[src/hw/rtl/sfwrm_pkg.sv]
// Shared types, constants and BCD helpers for the window range monitor.
package sfwrm_pkg;

   localparam int DISP_W = 20;
   localparam int SEC_W = 16;
   localparam int BYTE_W = 8;
   localparam int HELD_BYTES = 3;

   localparam int WINDOW_SECONDS_DEF = 10;
   localparam int FRAME_BYTES_DEF = 4;

   localparam logic [BYTE_W-1:0] START_BYTE = 8'hAA;
   localparam logic [SEC_W-1:0] SECONDS_MAX = 16'hFFFF;
   localparam logic [DISP_W-1:0] THRESHOLD_RESET = 20'd100;
   localparam logic [DISP_W-1:0] SCALE_HI = 20'd10000;
   localparam logic [DISP_W-1:0] SCALE_MID = 20'd100;

   localparam logic CMD_BYTE = 1'b0;
   localparam logic CMD_TICK = 1'b1;
   localparam logic KIND_SAMPLE = 1'b0;
   localparam logic KIND_WINDOW = 1'b1;

   typedef struct packed {
      logic              done;
      logic              bad;
      logic [DISP_W-1:0] disp;
   } sample_type;

   typedef struct packed {
      logic              started;
      logic [SEC_W-1:0]  seconds;
      logic [DISP_W-1:0] range;
      logic              ready;
      logic              stable;
      logic              valid;
   } window_type;

   function automatic logic bcd_ok(input logic [BYTE_W-1:0] b);
      return (b[7:4] <= 4'd9) && (b[3:0] <= 4'd9);
   endfunction

   function automatic logic [6:0] bcd_val(input logic [BYTE_W-1:0] b);
      return 7'(b[7:4]) * 7'd10 + 7'(b[3:0]);
   endfunction

endpackage

[src/hw/rtl/sfwrm_frame_decoder.sv]
// Frame assembly and BCD decode of the serial byte stream.
module sfwrm_frame_decoder #(
   parameter int FRAME_BYTES = sfwrm_pkg::FRAME_BYTES_DEF
) (
   input  logic                                clock,
   input  logic                                reset,
   input  logic                                step,
   input  logic [sfwrm_pkg::BYTE_W-1:0]        data_byte,
   output sfwrm_pkg::sample_type               sample
);

   localparam logic [2:0] LAST_COUNT = 3'(FRAME_BYTES - 1);

   logic                         frame_open_ff, frame_open_in;
   logic [2:0]                   frame_count_ff, frame_count_in;
   logic [sfwrm_pkg::BYTE_W-1:0] frame_bytes_ff [sfwrm_pkg::HELD_BYTES];
   logic [sfwrm_pkg::BYTE_W-1:0] merged [sfwrm_pkg::HELD_BYTES];
   logic                         last;

   assign last = frame_open_ff && (frame_count_ff == LAST_COUNT);

   // the last byte may also be a digit byte when the frame is short
   always_comb begin
      for (int i = 0; i < sfwrm_pkg::HELD_BYTES; i++) begin
         merged[i] = (frame_open_ff && frame_count_ff == 3'(i)) ? data_byte : frame_bytes_ff[i];
      end
   end

   always_comb begin
      sample.done = step && last;
      sample.bad = !(sfwrm_pkg::bcd_ok(merged[0]) && sfwrm_pkg::bcd_ok(merged[1])
                     && sfwrm_pkg::bcd_ok(merged[2]));
      if (sample.bad) begin
         sample.disp = '0;
      end else begin
         sample.disp = sfwrm_pkg::DISP_W'(sfwrm_pkg::bcd_val(merged[2])) * sfwrm_pkg::SCALE_HI
                     + sfwrm_pkg::DISP_W'(sfwrm_pkg::bcd_val(merged[1])) * sfwrm_pkg::SCALE_MID
                     + sfwrm_pkg::DISP_W'(sfwrm_pkg::bcd_val(merged[0]));
      end
   end

   always_comb begin
      frame_open_in = frame_open_ff;
      frame_count_in = frame_count_ff;
      if (step) begin
         if (!frame_open_ff) begin
            if (data_byte == sfwrm_pkg::START_BYTE) begin
               frame_open_in = 1'b1;
               frame_count_in = '0;
            end
         end else if (last) begin
            frame_open_in = 1'b0;
            frame_count_in = '0;
         end else begin
            frame_count_in = frame_count_ff + 3'd1;
         end
      end
   end

   always_ff @(posedge clock) begin
      if (reset) begin
         frame_open_ff <= 1'b0;
         frame_count_ff <= '0;
      end else begin
         frame_open_ff <= frame_open_in;
         frame_count_ff <= frame_count_in;
      end
   end

   always_ff @(posedge clock) begin
      for (int i = 0; i < sfwrm_pkg::HELD_BYTES; i++) begin
         if (step && frame_open_ff && frame_count_ff == 3'(i)) begin
            frame_bytes_ff[i] <= data_byte;
         end
      end
   end

endmodule

[src/hw/rtl/sfwrm_window.sv]
// Second counter and the bank of overlapping min/max buckets.
module sfwrm_window #(
   parameter int WINDOW_SECONDS = sfwrm_pkg::WINDOW_SECONDS_DEF
) (
   input  logic                           clock,
   input  logic                           reset,
   input  logic                           store,
   input  logic [sfwrm_pkg::DISP_W-1:0]   value,
   input  logic                           tick,
   input  logic [sfwrm_pkg::DISP_W-1:0]   threshold,
   output sfwrm_pkg::window_type          report
);

   localparam int IDX_W = $clog2(WINDOW_SECONDS);
   localparam logic [IDX_W-1:0] IDX_LAST = IDX_W'(WINDOW_SECONDS - 1);
   localparam logic [sfwrm_pkg::SEC_W-1:0] SEC_READY = sfwrm_pkg::SEC_W'(WINDOW_SECONDS - 1);
   localparam logic [sfwrm_pkg::SEC_W-1:0] SEC_VALID = sfwrm_pkg::SEC_W'(WINDOW_SECONDS);

   logic                          started_ff;
   logic [sfwrm_pkg::SEC_W-1:0]   seconds_ff, seconds_in;
   logic [IDX_W-1:0]              head_ff, head_in, head_inc, rep_idx;
   logic [sfwrm_pkg::DISP_W-1:0]  bucket_max_ff [WINDOW_SECONDS];
   logic [sfwrm_pkg::DISP_W-1:0]  bucket_min_ff [WINDOW_SECONDS];
   logic [WINDOW_SECONDS-1:0]     filled_ff;
   logic [WINDOW_SECONDS-1:0]     hit;
   logic                          ready, valid;
   logic [sfwrm_pkg::DISP_W-1:0]  range;

   // head_ff tracks seconds mod window; it freezes with the saturated count
   assign head_inc = (head_ff == IDX_LAST) ? '0 : head_ff + IDX_W'(1);
   assign seconds_in = (seconds_ff != sfwrm_pkg::SECONDS_MAX) ? seconds_ff + 16'd1 : seconds_ff;
   assign head_in = (seconds_ff != sfwrm_pkg::SECONDS_MAX) ? head_inc : head_ff;
   // expiring bucket is (seconds_in + 1) mod window
   assign rep_idx = (head_in == IDX_LAST) ? '0 : head_in + IDX_W'(1);

   assign ready = seconds_in >= SEC_READY;
   assign valid = seconds_in >= SEC_VALID;
   assign range = (ready && filled_ff[rep_idx]) ? bucket_max_ff[rep_idx] - bucket_min_ff[rep_idx]
                                                : '0;

   always_comb begin
      report.started = started_ff;
      report.seconds = tick ? seconds_in : seconds_ff;
      report.range = range;
      report.ready = ready;
      report.valid = valid;
      report.stable = valid && (range < threshold);
   end

   always_comb begin
      for (int b = 0; b < WINDOW_SECONDS; b++) begin
         hit[b] = (seconds_ff >= SEC_READY) || (sfwrm_pkg::SEC_W'(b) <= seconds_ff);
      end
   end

   always_ff @(posedge clock) begin
      if (reset) begin
         started_ff <= 1'b0;
         seconds_ff <= '0;
         head_ff <= '0;
         filled_ff <= '0;
      end else begin
         if (store) begin
            started_ff <= 1'b1;
            filled_ff <= filled_ff | hit;
         end
         if (tick && started_ff) begin
            seconds_ff <= seconds_in;
            head_ff <= head_in;
            if (valid) begin
               filled_ff[head_in] <= 1'b0;
            end
         end
      end
   end

   always_ff @(posedge clock) begin
      for (int b = 0; b < WINDOW_SECONDS; b++) begin
         if (store && hit[b]) begin
            if (!filled_ff[b] || value > bucket_max_ff[b]) begin
               bucket_max_ff[b] <= value;
            end
            if (!filled_ff[b] || value < bucket_min_ff[b]) begin
               bucket_min_ff[b] <= value;
            end
         end
      end
   end

endmodule

[src/hw/rtl/sensor_frame_window_range_monitor_unit.sv]
// Top level: request and response registers around frame decode and window bank.
// Path: a taken request is held in the input register and moves into the response
// register once that register is empty or its response is being accepted.
// Throughput: one request per cycle unless the response side stalls; bytes that
// close no frame and ticks before the first good sample produce no response.
// Reset: synchronous active-high; clears framing, seconds, bucket fill flags and
// sets the threshold to 100. Bucket contents are not cleared.
module sensor_frame_window_range_monitor_unit #(
   parameter int WINDOW_SECONDS = sfwrm_pkg::WINDOW_SECONDS_DEF,
   parameter int FRAME_BYTES = sfwrm_pkg::FRAME_BYTES_DEF
) (
   input  logic                           clock,
   input  logic                           reset,
   input  logic                           csr_wr_en,
   input  logic [sfwrm_pkg::DISP_W-1:0]   csr_wr_data,
   input  logic                           req_valid,
   output logic                           req_ready,
   input  logic                           req_command,
   input  logic [sfwrm_pkg::BYTE_W-1:0]   req_data_byte,
   output logic                           rsp_valid,
   input  logic                           rsp_ready,
   output logic                           rsp_kind,
   output logic [sfwrm_pkg::DISP_W-1:0]   rsp_displacement,
   output logic                           rsp_bad_digits,
   output logic [sfwrm_pkg::SEC_W-1:0]    rsp_elapsed_seconds,
   output logic [sfwrm_pkg::DISP_W-1:0]   rsp_window_range,
   output logic                           rsp_range_ready,
   output logic                           rsp_stable,
   output logic                           rsp_stable_valid
);

   logic                          in_valid_ff;
   logic                          cmd_ff;
   logic [sfwrm_pkg::BYTE_W-1:0]  byte_ff;
   logic [sfwrm_pkg::DISP_W-1:0]  threshold_ff;
   logic                          out_valid_ff;
   logic                          kind_ff, bad_ff, ready_ff, stable_ff, valid_ff;
   logic [sfwrm_pkg::DISP_W-1:0]  disp_ff, range_ff;
   logic [sfwrm_pkg::SEC_W-1:0]   seconds_ff;

   logic                          advance, has_result, is_tick;
   sfwrm_pkg::sample_type         sample;
   sfwrm_pkg::window_type         win;

   assign advance = in_valid_ff && (!out_valid_ff || rsp_ready);
   assign req_ready = !in_valid_ff || advance;
   assign is_tick = cmd_ff == sfwrm_pkg::CMD_TICK;
   assign has_result = is_tick ? win.started : sample.done;

   sfwrm_frame_decoder #(
      .FRAME_BYTES(FRAME_BYTES)
   ) u_decoder (
      .clock(clock),
      .reset(reset),
      .step(advance && !is_tick),
      .data_byte(byte_ff),
      .sample(sample)
   );

   sfwrm_window #(
      .WINDOW_SECONDS(WINDOW_SECONDS)
   ) u_window (
      .clock(clock),
      .reset(reset),
      .store(sample.done && !sample.bad),
      .value(sample.disp),
      .tick(advance && is_tick),
      .threshold(threshold_ff),
      .report(win)
   );

   always_ff @(posedge clock) begin
      if (reset) begin
         threshold_ff <= sfwrm_pkg::THRESHOLD_RESET;
         in_valid_ff <= 1'b0;
         out_valid_ff <= 1'b0;
      end else begin
         if (csr_wr_en) begin
            threshold_ff <= csr_wr_data;
         end
         if (req_ready) begin
            in_valid_ff <= req_valid;
         end
         if (advance) begin
            out_valid_ff <= has_result;
         end else if (rsp_ready) begin
            out_valid_ff <= 1'b0;
         end
      end
   end

   always_ff @(posedge clock) begin
      if (req_valid && req_ready) begin
         cmd_ff <= req_command;
         byte_ff <= req_data_byte;
      end
      if (advance && has_result) begin
         seconds_ff <= win.seconds;
         if (is_tick) begin
            kind_ff <= sfwrm_pkg::KIND_WINDOW;
            disp_ff <= '0;
            bad_ff <= 1'b0;
            range_ff <= win.range;
            ready_ff <= win.ready;
            stable_ff <= win.stable;
            valid_ff <= win.valid;
         end else begin
            kind_ff <= sfwrm_pkg::KIND_SAMPLE;
            disp_ff <= sample.disp;
            bad_ff <= sample.bad;
            range_ff <= '0;
            ready_ff <= 1'b0;
            stable_ff <= 1'b0;
            valid_ff <= 1'b0;
         end
      end
   end

   assign rsp_valid = out_valid_ff;
   assign rsp_kind = kind_ff;
   assign rsp_displacement = disp_ff;
   assign rsp_bad_digits = bad_ff;
   assign rsp_elapsed_seconds = seconds_ff;
   assign rsp_window_range = range_ff;
   assign rsp_range_ready = ready_ff;
   assign rsp_stable = stable_ff;
   assign rsp_stable_valid = valid_ff;

`ifndef SYNTH
   a_sample_no_window: assert property (@(posedge clock) disable iff (reset)
      rsp_valid && rsp_kind == sfwrm_pkg::KIND_SAMPLE |->
         rsp_window_range == '0 && !rsp_range_ready && !rsp_stable_valid)
      else $error("sample response carries window fields");
   a_stable_needs_valid: assert property (@(posedge clock) disable iff (reset)
      rsp_valid && rsp_stable |-> rsp_stable_valid && rsp_range_ready)
      else $error("stable flagged before window is complete");
   a_bad_zero_disp: assert property (@(posedge clock) disable iff (reset)
      rsp_valid && rsp_bad_digits |-> rsp_displacement == '0 && !rsp_kind)
      else $error("bad frame reported with a displacement");
   a_hold_pending: assert property (@(posedge clock) disable iff (reset)
      in_valid_ff && out_valid_ff && !rsp_ready |=> in_valid_ff && $stable(cmd_ff))
      else $error("pending request dropped while response stalled");
`endif

endmodule
[config.mk]
export PLATFORM = sky130hd
export DESIGN_NAME = sensor_frame_window_range_monitor_unit
export DESIGN_NICKNAME = d
export VERILOG_FILES = /design/src/hw/rtl/sfwrm_pkg.sv /design/src/hw/rtl/sfwrm_frame_decoder.sv /design/src/hw/rtl/sfwrm_window.sv /design/src/hw/rtl/sensor_frame_window_range_monitor_unit.sv
export SDC_FILE = /design/constraint.sdc
export NUM_CORES = 1
export LEC_CHECK = 0
export ABC_AREA = 0
export ABC_CLOCK_PERIOD_IN_PS = 19290
export BUFFER_PORTS_ARGS = -buffer_cell sky130_fd_sc_hd__buf_2
export CAP_MARGIN = 20
export CELL_PAD_IN_SITES_DETAIL_PLACEMENT = 0
export CELL_PAD_IN_SITES_GLOBAL_PLACEMENT = 2
export CORE_MARGIN = 4
export CORE_UTILIZATION = 46
export DETAILED_ROUTE_END_ITERATION = 12
export GPL_TIMING_DRIVEN = 0
export PLACE_DENSITY_LB_ADDON = 0.1
export RECOVER_POWER = 25
export SLEW_MARGIN = 20
export SYNTH_ARGS = -nofsm -noshare
export SYNTH_HDL_FRONTEND = slang
export SYNTH_SLANG_ARGS = --single-unit
[constraint.sdc]
create_clock -name clock -period 19.29 [get_ports clock]
set_clock_uncertainty 0.2 [all_clocks]
set_input_delay 2.8935 -clock clock [delete_from_list [all_inputs] [get_ports clock]]
set_output_delay 2.8935 -clock clock [all_outputs]
set_load 0.02 [all_outputs]
==> flow_summary.toml <==
[logic_synthesis]
synth-simple-area-share = 0.1216
synth_compound_area_frac = 0.1451
synth-xor-area-share = 0.02468
synth_fp_nets = 4158
yosysWarnings = 0
avgSynthCellArea_um2 = 10.22
syn_area_um2 = 36500
postSynth.asyncResetShare = 0
synth_top_cell_by_area = "edfxtp_1"
synth_top_family_by_area = "adder cells"
yosysUniqueCellTypes = 79
synthMuxAreaShare = 0.01536
yosysTopAreaCellShare = 0.4064
synthTopCellsByArea = "edfxtp_1, ha_1, inv_1, nand2_1, dfxtp_1"
ys_ff_latch = 551
yosysSeqAreaShare = 0.4376
synthFlopType = "edfxtp_1"
synth-edff-count = 494
synth_cells = 3572
synth_adder_area_share = 0.1931

[min_path]
min_from = "threshold_ff[12]"
min_to = "threshold_ff[12]"
hp-class = "flip-flop to flip-flop"
holdPathStages = 2

[outcome]
status = "finished, violations left"
violations = "capacitance limit, slew limit"

[routing]
wire_per_inst_um = 23.78
firstDrtPassIters = 6
vias_per_cell = 5.739
antenna_left = 0
wl_um = 115900
drc = 0
drtIter0Drc = 2127
vias = 27960

[floorplan]
core_um2 = 78870
io_pins = 97
die_x_um = 289.7
dieArea_um2 = 83920
start_util = 0.4628
die_height_um = 289.7
num_rows = 103

[worst_setup_path]
crit_fanout = 20
reg2reg_slack_ns = 8.96
critPathKind = "flip-flop to flip-flop"
cp_common_cell = "ha_1"
cp.arrival_ns = 10.36
cp-startpoint = "u_decoder.frame_count_ff[1]"
slowest_stage = "a21oi_4"
cp-end-kind = "flip-flop"
r2r_cells = 40
required_ns = 19.32
critPathLaunchType = "flip-flop"
reg2reg_to = "u_window.bucket_max_ff[0][6]"
max_stage_delay_ns = 0.63
rr_startpoint = "u_decoder.frame_count_ff[1]"

[cts]
clock_sinks = 551
root_buffer = "clkbuf_16"
cts_hold_buf = 0
cts_max_level = 3
clock_path_buffers = 3
path_clk_slew_ns = 0.05
postCtsSetupRepairBufs = 0
cts_tree = "yes"
cts_buffers = 68
post_cts_resized = 0
insertion_delay_ns = 0.61

[timing]
rsz0062_at_grt = "false"
holdWs_ns = 0.2980
finalHoldViolations = 0
fin_crit_sh = 0.5356
maxSlewViolCount = 92
fmax_mhz = 96.80
setup_viol = 0
slew_headroom = -1.363
setup_tns_ns = 0
tightest_slew_ns = 3.545
min_period_ns = 10.33

[global_routing]
antenna_found_initial = 0
grt_max_degree = 41
gr-total-overflow = 0
grt_pass1_wl_um = 171700
grt_pass1_vias = 27650
grt_usage = 0.2725

[finish]
stdcell_area_um2 = 41270
layoutNonFillerInstCount = 4872
antenna_cells = 0
area_delta_synth_final_pct = 13.06
fin_nets = 4355
final_layout_size_suffix_gt1_frac = 0.07248

[power_and_ir_drop]
internal_power_mw = 2.071
p_switching_mw = 0.5368
power_frac_seq = 0.496
leakagePower_nw = 17.45
clkPwrFrac = 0.496
comb_power_share = 0.008
vdd_drop_max_v = 0.00006655
sw_frac_of_total = 0.2058
power_density_nw_per_um2 = 63.19

[place]
place_area_um2 = 39230
dp_hpwl_um = 87270
place_inst = 4749
port_buffers = 95
place.gp.congestion = 0.9391

[job]
max_cap_viol_count = 4
-- per-layer routing --
| layer | wire, um | vias up | track usage |
|---|---|---|---|
| met3 | 6433 | 204 | 0.03357 |
| met2 | 52020 | 823 | 0.4368 |
| met5 | 0 | - | 0 |
| li1 | - | 13310 | - |
| met4 | 5080 | 0 | 0.1091 |
| met1 | 52340 | 13630 | 0.3772 |
-- placed cells by master (no fill, tap or decap), drive strengths merged, types with 10 or more instances in the layout --
cell type	synthesis	routed
a211oi	67	67
a21boi	13	13
a21o	108	108
a21oi	205	205
a311oi	41	41
a31oi	52	52
and2	19	19
and3	25	25
and4	17	17
buf	58	114
clkbuf	64	220
clkinv	1	28
dfxtp	57	57
edfxtp	494	494
fa	19	19
ha	533	533
inv	464	466
mux2	17	17
mux2i	33	33
nand2	320	320
nand2b	36	36
nand3	57	57
nand4	72	72
nor2	226	226
nor2b	55	55
nor3	38	38
nor4	10	10
o211ai	84	84
o21a	20	20
o21ai	152	152
o21bai	10	10
or3	14	14
xnor2	52	52
xor2	44	44
-- kinds of logic after synthesis --
kind of cell,count (synthesis)
muxes,51
buffers and inverters,587
and+or+nand+nor,921
AOI/OAI and AO/OA,812
adders and majority gates,552
xor gates and xnor gates,98
DFF,551
-- per-stage QoR --
step	util	setup WS [ns]	power, mW
3_5_place_dp	0.4973	9.146	1.339
6_report	0.5233	8.959	2.608
4_1_cts	0.5255	9.102	2.632
3_3_place_gp	0.4855	5.399	1.338
5_1_grt	0.5233	8.074	2.679
2_1_floorplan	-	8.928	1.328
-- worst max-delay path by stage --
stage,endpoint,cells after the start
after floorplan,u_window.bucket_min_ff[3][0],33
after global placement,u_window.bucket_min_ff[5][4],30
after detailed placement,u_window.bucket_max_ff[0][13],37
after CTS,u_window.bucket_max_ff[0][6],40
after global routing,u_window.bucket_max_ff[0][4],40
final,u_window.bucket_max_ff[0][6],40
-- final cells by class --
type	instances	area, um^2
repair buffers	127	978.4
plain buffers	122	533.0
clock buffers	85	1859
clock inverters	38	361.6
well taps	1050	1314
fillers	7220	37600
inverters	465	1745
multi-input cells	2434	18500
flip-flops and latches	551	15980
-- critical path: cells and delay by family, from the launching register on --
family | cells | cell delay, ns
xor+xnor | 3 | 0.92
buf+inv | 7 | 1.05
compound gates | 11 | 2.46
fa+ha+maj | 9 | 2.91
flops | 1 | 0.39
mux | 1 | 0.40
simple gates | 9 | 1.59
-- flip-flops by register name, summed over array words and instances (netlist names), 3 cells and up --
register / count
threshold_ff: 20
rsp_window_range: 20
u_decoder.frame_count_ff: 3
u_window.head_ff: 4
u_decoder.frame_bytes_ff: 24
u_window.filled_ff: 10
rsp_elapsed_seconds: 16
u_window.seconds_ff: 16
rsp_displacement: 20
byte_ff: 8
u_window.bucket_min_ff: 200
u_window.bucket_max_ff: 200
-- cell usage after synthesis (17+ instances only) --
| cell | instances |
|---|---|
| ha_1 | 533 |
| edfxtp_1 | 494 |
| inv_1 | 464 |
| nand2_1 | 320 |
| nor2_1 | 225 |
| a21oi_1 | 204 |
| o21ai_0 | 149 |
| a21o_1 | 108 |
| o211ai_1 | 84 |
| nand4_1 | 69 |
| a211oi_1 | 67 |
| clkbuf_1 | 64 |
| dfxtp_1 | 57 |
| nand3_1 | 57 |
| nor2b_1 | 55 |
| a31oi_1 | 52 |
| xnor2_1 | 52 |
| xor2_1 | 42 |
| a311oi_1 | 41 |
| nor3_1 | 38 |
| nand2b_1 | 36 |
| buf_2 | 35 |
| mux2i_1 | 31 |
| and3_1 | 25 |
| o21a_1 | 20 |
| and2_1 | 19 |
| fa_1 | 19 |
| and4_1 | 17 |
| mux2_2 | 17 |
-- power by group through the flow --
stage               combinational, mW  clock (mW)  sequential (mW)
floorplan                      0.0128           0             1.31
global placement               0.0211           0             1.32
detailed placement             0.0215           0             1.32
CTS                            0.0218        1.32             1.29
global route                   0.0241        1.36             1.29
finish                         0.0215        1.29             1.29
Power figures use the tool's default switching activity.
